**src/edd_pkg.sv**
```systemverilog
// Shared definitions for the error diffusion dither core.
// Defaults, register indexes, diffusion weights and the lane control struct.
// No dependencies.
`timescale 1ns / 1ps

package edd_pkg;

	localparam int MAX_WIDTH_DEF  = 2048;
	localparam int ERROR_BITS_DEF = 11;

	localparam int NUM_CH     = 3;
	localparam int SAMPLE_W   = 8;
	localparam int IMG_W_W    = 12;
	localparam int IMG_H_W    = 16;
	localparam int CFG_IDX_W  = 4;
	localparam int CFG_DATA_W = 16;
	localparam int OUT_DATA_W = 8;

	localparam logic [IMG_W_W-1:0] IMG_W_RESET = 12'd640;
	localparam logic [IMG_H_W-1:0] IMG_H_RESET = 16'd480;

	// register indexes on the configuration channel
	localparam logic [CFG_IDX_W-1:0] REG_IMAGE_WIDTH  = 4'd0;
	localparam logic [CFG_IDX_W-1:0] REG_IMAGE_HEIGHT = 4'd1;

	// quantizer threshold and the level a set bit stands for
	localparam int THRESHOLD = 127;
	localparam int FULL_LEVEL = 255;

	// diffusion weights in sixteenths
	localparam logic [3:0] K_RIGHT       = 4'd7;
	localparam logic [3:0] K_BELOW_LEFT  = 4'd3;
	localparam logic [3:0] K_BELOW       = 4'd5;
	localparam logic [3:0] K_BELOW_RIGHT = 4'd1;
	localparam int         K_SHIFT       = 4;

	typedef struct packed {
		logic adv;        // pixel in stage 1 moves to the output register
		logic first_row;  // line memory contents do not apply
		logic last_row;   // nothing diffuses downward
		logic last_col;   // nothing diffuses to the right
		logic col_zero;   // flush the held last-column error instead of a left term
	} edd_ctl_t;

endpackage

```
**src/edd_lane.sv**
```systemverilog
// One color channel of the dither: quantizer, error split and the carried errors.
// Holds the right carry, the diagonal term and the pending below-left sum.
// Depends on edd_pkg.
`timescale 1ns / 1ps

module edd_lane
	import edd_pkg::*;
#(
	parameter int EB = ERROR_BITS_DEF
) (
	input  logic                clk,
	input  logic                arst_n,
	input  edd_ctl_t            ctl,
	input  logic [SAMPLE_W-1:0] sample,
	input  logic [EB-1:0]       below,
	output logic                bit_on,
	output logic [EB-1:0]       wdata
);

	localparam int XW = EB + 5;
	localparam int HI = (1 << (EB - 1)) - 1;
	localparam int LO = -HI - 1;
	localparam logic signed [XW-1:0] SAT_HI = XW'(HI);
	localparam logic signed [XW-1:0] SAT_LO = XW'(LO);
	localparam logic signed [EB-1:0] THR    = EB'(THRESHOLD);

	function automatic logic signed [EB-1:0] sat(input logic signed [XW-1:0] x);
		logic signed [EB-1:0] r;
		if (x > SAT_HI) begin
			r = SAT_HI[EB-1:0];
		end else if (x < SAT_LO) begin
			r = SAT_LO[EB-1:0];
		end else begin
			r = x[EB-1:0];
		end
		return r;
	endfunction

	// e * k / 16, truncated toward zero
	function automatic logic signed [XW-1:0] share(input logic signed [EB+1:0] e,
	                                               input logic [3:0] k);
		logic signed [EB+5:0] ex;
		logic signed [EB+5:0] kx;
		logic signed [EB+5:0] p;
		logic signed [EB+5:0] s;
		ex = {{4{e[EB+1]}}, e};
		kx = {{(EB+2){1'b0}}, k};
		p  = ex * kx;
		if (p[EB+5]) begin
			p = p + (EB+6)'(15);
		end
		s = p >>> K_SHIFT;
		return s[XW-1:0];
	endfunction

	function automatic logic signed [XW-1:0] ext(input logic signed [EB-1:0] x);
		return {{5{x[EB-1]}}, x};
	endfunction

	logic signed [EB-1:0] rc_q;
	logic signed [EB-1:0] diag_q;
	logic signed [EB-1:0] pend_q;

	logic signed [EB-1:0] below_m;
	logic signed [XW-1:0] v_sum;
	logic signed [EB-1:0] v;
	logic signed [EB+1:0] e;
	logic signed [XW-1:0] sh7, sh3, sh5, sh1;
	logic signed [XW-1:0] left_sum, mid_sum;

	always_comb begin
		below_m  = ctl.first_row ? '0 : below;
		v_sum    = $signed({{(XW-SAMPLE_W){1'b0}}, sample}) + ext(rc_q) + ext(below_m);
		v        = sat(v_sum);
		bit_on   = (v >= THR);
		e        = {{2{v[EB-1]}}, v} - (bit_on ? (EB+2)'(FULL_LEVEL) : '0);
		sh7      = share(e, K_RIGHT);
		sh3      = share(e, K_BELOW_LEFT);
		sh5      = share(e, K_BELOW);
		sh1      = share(e, K_BELOW_RIGHT);
		left_sum = ext(pend_q) + sh3;
		mid_sum  = ext(diag_q) + sh5;
		// at column zero the pending word is the previous row's last column
		wdata    = ctl.col_zero ? pend_q : sat(left_sum);
	end

	always_ff @(posedge clk or negedge arst_n) begin
		if (!arst_n) begin
			rc_q   <= '0;
			diag_q <= '0;
			pend_q <= '0;
		end else if (ctl.adv) begin
			rc_q   <= ctl.last_col ? '0 : sat(sh7);
			diag_q <= (ctl.last_col || ctl.last_row) ? '0 : sh1[EB-1:0];
			pend_q <= sat(mid_sum);
		end
	end

endmodule

```
**config.mk**
```make
export PLATFORM = sky130hd
export DESIGN_NAME = edd_lane
export DESIGN_NICKNAME = d
export VERILOG_FILES = /design/src/edd_pkg.sv /design/src/edd_lane.sv
export SDC_FILE = /design/constraint.sdc
export NUM_CORES = 1
export LEC_CHECK = 0
export BUFFER_PORTS_ARGS = -buffer_cell sky130_fd_sc_hd__buf_2
export CAP_MARGIN = 20
export CELL_PAD_IN_SITES_DETAIL_PLACEMENT = 1
export CELL_PAD_IN_SITES_GLOBAL_PLACEMENT = 1
export CORE_MARGIN = 4
export CORE_UTILIZATION = 28
export CTS_BUF_LIST = sky130_fd_sc_hd__clkbuf_4 sky130_fd_sc_hd__clkbuf_8
export DETAILED_ROUTE_END_ITERATION = 8
export PLACE_DENSITY = 0.55
export SETUP_SLACK_MARGIN = 0.3
export SLEW_MARGIN = 20
export SYNTH_ARGS = -nofsm -noshare
export SYNTH_HDL_FRONTEND = slang
export SYNTH_SLANG_ARGS = --single-unit
```
**constraint.sdc**
```tcl
create_clock -name clk -period 14.1 [get_ports clk]
set_input_delay 1.41 -clock clk [delete_from_list [all_inputs] [get_ports clk]]
set_output_delay 1.41 -clock clk [all_outputs]
set_load 0.05 [all_outputs]
```
=== Word-level counts from Yosys, hierarchy flattened ===
Cells that the tools add are included.

* Register bits after elaboration: 33
* Memories: 0
* Logic and storage cells: 42
* Latch bits: 0
* RAM bits: 0
* Memory bits (read-only): 0

* Bitwise operators: 0
* Order comparisons: 9
* Reductions and logical operators: 1
* Divide/modulo/power cells: 0
* Shifts and indexed selects: 0
* Add/sub/neg operators: 9
* Mux-type cells: 17
* Equality and inequality tests: 0
* Multipliers: 3

{| class="wikitable"
|+ Operators with widths
! cell !! count
|-
| 11-bit 2-to-1 mux || 12
|-
| 17-bit 2-to-1 mux || 3
|-
| 16-bit by 5-bit adder with 17-bit output, second input constant || 2
|-
| 12-bit by 4-bit multiplier with 16-bit output, second input constant || 2
|-
| 11-bit by 13-bit adder with 14-bit output || 2
|-
| 14-bit by 11-bit > comparator with 1-bit output, second input constant || 2
|-
| 14-bit by 11-bit less-than comparator with 1-bit output, second input constant || 2
|-
| 13-bit by 11-bit > comparator with 1-bit output, second input constant || 2
|-
| 13-bit by 11-bit less-than comparator with 1-bit output, second input constant || 2
|-
| 15-bit by 5-bit adder with 16-bit output, second input constant || 1
|-
| 12-bit by 3-bit multiplier with 15-bit output, second input constant || 1
|-
| 15-bit 2-to-1 mux || 1
|-
| 12-bit by 11-bit adder with 13-bit output || 1
|-
| 12-bit by 5-bit adder with 13-bit output, second input constant || 1
|-
| 9-bit by 11-bit adder with 12-bit output || 1
|-
| 11-bit by 9-bit subtractor with 12-bit output || 1
|-
| 11-bit by 8-bit >= comparator with 1-bit output, second input constant || 1
|-
| 8-bit 2-to-1 mux || 1
|-
| 1-bit logical OR || 1
|}

=== Depth between registers and ports, before layout ===
* Word-level depth: 16
* Mapped depth: 54

=== Worst setup path before layout ===
Ideal clock, no wire load.

* Path kind: input to output
* From: input port ctl[3] (netlist name)
* To: output port wdata[2]
* Stages: 52
* Arrival: 12756 ps
* Slack: -66 ps
* Data required time: 12690 ps
* Cell sequence: clkbuf_1 nor2b_1 fa_1 ha_1 inv_1 fa_1 nor2b_1 o31a_1 nor2_1 a21oi_2 a21oi_1 or2_1 buf_2 o21ai_0 nand4_1 or4_1 a21oi_1 o21ai_1 (+16 left out) a21oi_1 nand2_1 xnor2_1 ha_1 inv_1 fa_1 nor2b_1 o21ai_1 a21oi_1 o21ai_1 a21oi_1 o21a_1 o211a_1 or3_1 a31oi_1 a21o_1 clkbuf_1 o311ai_1

* Longest elaborated chain between the ends: 16

{| class="wikitable"
|+ Ends and longest elaborated chain
! item !! line !! source
|-
| from (decl) || edd_lane.sv:13 || <nowiki>input edd_ctl_t ctl,</nowiki>
|-
| 11-bit 2-to-1 mux * || edd_lane.sv:72 || <nowiki>below_m = ctl.first_row ? '0 : below;</nowiki>
|-
| 12-bit by 11-bit adder with 13-bit output * || edd_lane.sv:73 || <nowiki>v_sum = $signed({{(XW-SAMPLE_W){1'b0}}, sample}) + ext(rc_q) + ext(below_m);</nowiki>
|-
| 13-bit by 11-bit less-than comparator with 1-bit output || edd_lane.sv:31 || <nowiki>end else if (x < SAT_LO) begin</nowiki>
|-
| 11-bit 2-to-1 mux || edd_lane.sv:31 ||
|-
| 11-bit 2-to-1 mux * || edd_lane.sv:29 || <nowiki>if (x > SAT_HI) begin</nowiki>
|-
| 11-bit by 8-bit >= comparator with 1-bit output * || edd_lane.sv:75 || <nowiki>bit_on = (v >= THR);</nowiki>
|-
| named net bit_on || edd_lane.sv:16 || <nowiki>output logic bit_on,</nowiki>
|-
| 8-bit 2-to-1 mux * || edd_lane.sv:76 || <nowiki>e = {{2{v[EB-1]}}, v} - (bit_on ? (EB+2)'(FULL_LEVEL) : '0);</nowiki>
|-
| 11-bit by 9-bit subtractor with 12-bit output * || edd_lane.sv:76 ||
|-
| 12-bit by 3-bit multiplier with 15-bit output * || edd_lane.sv:48 || <nowiki>p = ex * kx;</nowiki>
|-
| 15-bit by 5-bit adder with 16-bit output || edd_lane.sv:50 || <nowiki>p = p + (EB+6)'(15);</nowiki>
|-
| 17-bit 2-to-1 mux * || edd_lane.sv:49 || <nowiki>if (p[EB+5]) begin</nowiki>
|-
| 11-bit by 13-bit adder with 14-bit output * || edd_lane.sv:81 || <nowiki>left_sum = ext(pend_q) + sh3;</nowiki>
|-
| 14-bit by 11-bit less-than comparator with 1-bit output || edd_lane.sv:31 ||
|-
| 11-bit 2-to-1 mux || edd_lane.sv:31 ||
|-
| 11-bit 2-to-1 mux * || edd_lane.sv:29 ||
|-
| 11-bit 2-to-1 mux * || edd_lane.sv:84 || <nowiki>wdata = ctl.col_zero ? pend_q : sat(left_sum);</nowiki>
|-
| to (decl) || edd_lane.sv:17 || <nowiki>output logic [EB-1:0] wdata</nowiki>
|}

The timed path passes the listed nets; every way through them passes the cells marked *.

=== Final worst setup path ===
* From: input port ctl[3] (netlist name)
* To: output port wdata[2]

* Longest elaborated chain between the ends: 16

{| class="wikitable"
|+ Ends and longest elaborated chain
! item !! line
|-
| 11-bit 2-to-1 mux * || edd_lane.sv:72
|-
| 12-bit by 11-bit adder with 13-bit output * || edd_lane.sv:73
|-
| 13-bit by 11-bit less-than comparator with 1-bit output || edd_lane.sv:31
|-
| 11-bit 2-to-1 mux || edd_lane.sv:31
|-
| 11-bit 2-to-1 mux * || edd_lane.sv:29
|-
| 11-bit by 8-bit >= comparator with 1-bit output || edd_lane.sv:75
|-
| 8-bit 2-to-1 mux || edd_lane.sv:76
|-
| 11-bit by 9-bit subtractor with 12-bit output * || edd_lane.sv:76
|-
| 12-bit by 3-bit multiplier with 15-bit output * || edd_lane.sv:48
|-
| 15-bit by 5-bit adder with 16-bit output || edd_lane.sv:50
|-
| 17-bit 2-to-1 mux * || edd_lane.sv:49
|-
| 11-bit by 13-bit adder with 14-bit output * || edd_lane.sv:81
|-
| 14-bit by 11-bit less-than comparator with 1-bit output || edd_lane.sv:31
|-
| 11-bit 2-to-1 mux || edd_lane.sv:31
|-
| 11-bit 2-to-1 mux * || edd_lane.sv:29
|-
| 11-bit 2-to-1 mux * || edd_lane.sv:84
|}

Every way passes the cells marked *; elsewhere a longest branch is shown, timed or not.

==> flow_metrics.tcl <==
set metrics [dict create \
    r2r_end "pend_q[5]$_DFFE_PN0P_" \
    synth.distinct_cells 82 \
    nFillCells 2958 \
    clock_skew_ns 0.01400 \
    fp.dieW_um 166.6 \
    grt_max_degree 32 \
    worst_path_largest_cell_delay_ns 0.51 \
    synth_compound_area_share_pct 26.55 \
    syn_area_per_cell_um2 8.014 \
    placedCellCount 1230 \
    r2r_start "rc_q[1]$_DFFE_PN0P_" \
    syn_inst 879 \
    grt-ovfl-total 0 \
    critPathKind "primary input to output port" \
    critPathCaptureType "output port" \
    reg2reg_depth 47 \
    io_pins 38 \
    place.gp.congestion 0.7833 \
    drc 0 \
    antenna_found_initial 0 \
    yosys.area_share.simple_pct 19.20 \
    synth_async_sr_flop_share_pct 100.0 \
    vias 6360 \
    critPathSlowestCell "or4_1" \
    synth_fa_ha_area_share_pct 24.40 \
    cpMostUsedCell "a21oi_2" \
    muxShareOfSynthArea_pct 0.7282 \
    ys_top_cells_by_area "ha_1 (18%), dfrtp_1 (11%), xnor2_1 (6.8%)" \
    synth_area_um2 7044 \
    cp-start-kind "primary input" \
    cts_buffer_depth 2 \
    insertion_delay_ns 0.31 \
    dr.pass1.iters 4 \
    antenna_cells 0 \
    synth_top_family_by_area "compound AO/OA/AOI/OAI gates" \
    cts_sinks 31 \
    rows 57 \
    rrSetupSlack_ns 2.89 \
    hold_viol_final 0 \
    finalWirelength_um 21050 \
    start_util_pct 28.71 \
    synthFlopType "dfrtp_1" \
    drive_gt1_share_pct 14.98 \
    cts_root_buffer "clkbuf_8" \
    setup_viol 0 \
    synth_xor_xnor_area_share_pct 11.88 \
    synth_largest_area_cell "ha_1" \
    cp.arrival_ns 11.63 \
    nets 1069 \
    area_growth_pct 14.25 \
    grt_usage_pct 15.26 \
    cts_made_buffers 5 \
    dp_hpwl_um 17940 \
    multi_input_area_um2 6045 \
    ys_warn_count 0 \
    instances_no_fill 1245 \
    clk_pin_slew_worst_paths_ns 0.07 \
    critPathMaxFanout 11 \
    drv_cap 0 \
    outcome "complete, no violations" \
    grt_pass1_vias 6690 \
    htreeDepth 2 \
    max_freq_ghz 0.07668 \
    cp-startpoint "ctl[3]" \
    yosysSeqAreaShare_pct 11.01 \
    regArea_um2 775.7 \
    dpl-instance-area_um2 7627 \
    ys_seq_elements 31 \
    rsz0062_at_grt "no" \
    ctsHoldBuffers 0 \
    yosys-top-cells-count "ha_1 (99), inv_1 (84), nand2_1 (62), nor2_1 (62), xnor2_1 (55)" \
    cts_tree "done" \
    wl_per_cell_um 16.91 \
    core-area_um2 24530 \
    postRouteAntennaNets 0 \
    yosysMostFrequentCell "ha_1" \
    port_buffers 37 \
    slew_headroom_pct 47.09 \
    fin_crit_ns 13.04 \
    chipHeight_um 166.6 \
    routed_via_density 5.108 \
    synth_edf_count 0 \
    required_ns 12.69 \
    final_area_um2 8048 \
    tightestPinTransition_ns 0.7936 \
    grt_pass1_wl_um 35270 \
    drv_slew 0 \
    drtIter0Drc 205 \
    crit_end "wdata[2]" \
    synth_fp_nets 1028 \
    die_area_um2 27760 \
    hp-class "flop to flop" \
    synth_top_area_share_pct 17.58 \
    finalCritPeriodShare_pct 92.49 \
]
routing by layer:
metal,vias up,global-route usage (%),routed length [µm]
met3,22,1.327,479
met5,-,0,0
met2,53,24.67,9431
met4,0,3.842,466
met1,3063,22.01,10680
li1,3222,-,-
cells in the final DEF, fill, tap and decap left out, drive strengths merged, types with 10 or more instances in the layout:
master	synthesis	layout
nand2	62	62
nor2b	27	27
nor2	62	62
xnor2	57	57
nand3	17	17
inv	87	87
nor3	23	23
nand2b	14	14
o21ai	52	52
a211oi	10	10
a21o	28	28
o21a	10	10
a21oi	50	50
ha	99	99
o221ai	11	11
dfrtp	31	31
xor2	36	36
and2	15	15
buf	11	54
fa	24	24
logic make-up (layout without fill, tap and decap cells):
| family | after synthesis | after routing |
|---|---|---|
| AOI/OAI and AO/OA | 252 | 252 |
| xor gates and xnor gates | 93 | 93 |
| adders and majority gates | 123 | 123 |
| buffers and inverters | 110 | 152 |
| DFF | 31 | 31 |
| muxes | 5 | 5 |
| and+or+nand+nor | 265 | 265 |
through the flow:
| stage | setup slack, ns | util [%] | hold WS (ns) | setup TNS, ns |
|---|---|---|---|---|
| 3_3_place_gp | 0.2678 | 31.09 | 0.4796 | 0 |
| 4_1_cts | 0.3033 | 31.75 | 0.5030 | 0 |
| 3_5_place_dp | -0.02472 | 31.09 | 0.4817 | -0.05199 |
| 2_1_floorplan | -0.06564 | - | 0.4612 | -0.5499 |
| 5_1_grt | 0.2972 | 32.80 | 0.5339 | 0 |
| 6_report | 1.059 | 32.80 | 0.5020 | 0 |
what timing repair did:
action	in CTS	in global routing
pin swaps	0	11
setup endpoints to repair	10	19
resized for setup	11	45
setup buffers	0	7
area by class of cell:
type                            instances  area share [%]
Inverter                               88           4.136
Multi-Input combinational cell        738           75.11
Tap cell                              324           5.037
Timing Repair Buffer                   56           4.618
Clock inverter                          2          0.4353
Sequential cell                        31           9.639
Clock buffer                            6           1.026
sequential cells by signal, indices dropped and copies added, names as in the netlist:
name	count
diag_q	9
pend_q	11
rc_q	11
worst max-delay path, delay by kind of cell:
| family | cells | cell delay [ns] |
|---|---|---|
| buf+inv | 6 | 0.90 |
| compound gates | 23 | 4.28 |
| simple gates | 13 | 2.40 |
| fa+ha+maj | 7 | 2.41 |
| xor+xnor | 1 | 0.18 |
worst min-delay path by stage:
stage | from | endpoint | slack, ns | cells after the start
global placement | diag_q[4]$_DFFE_PN0P_ | diag_q[4]$_DFFE_PN0P_ | 0.48 | 1
detailed placement | diag_q[3]$_DFFE_PN0P_ | diag_q[3]$_DFFE_PN0P_ | 0.48 | 1
global route | diag_q[6]$_DFFE_PN0P_ | diag_q[6]$_DFFE_PN0P_ | 0.53 | 1
floorplan | diag_q[0]$_DFFE_PN0P_ | diag_q[0]$_DFFE_PN0P_ | 0.46 | 1
finish | diag_q[0]$_DFFE_PN0P_ | diag_q[0]$_DFFE_PN0P_ | 0.50 | 1
CTS | diag_q[0]$_DFFE_PN0P_ | diag_q[0]$_DFFE_PN0P_ | 0.50 | 1
Power is not shown: default switching activity piles up to over one toggle a cycle in this logic, so the estimate is an artifact.
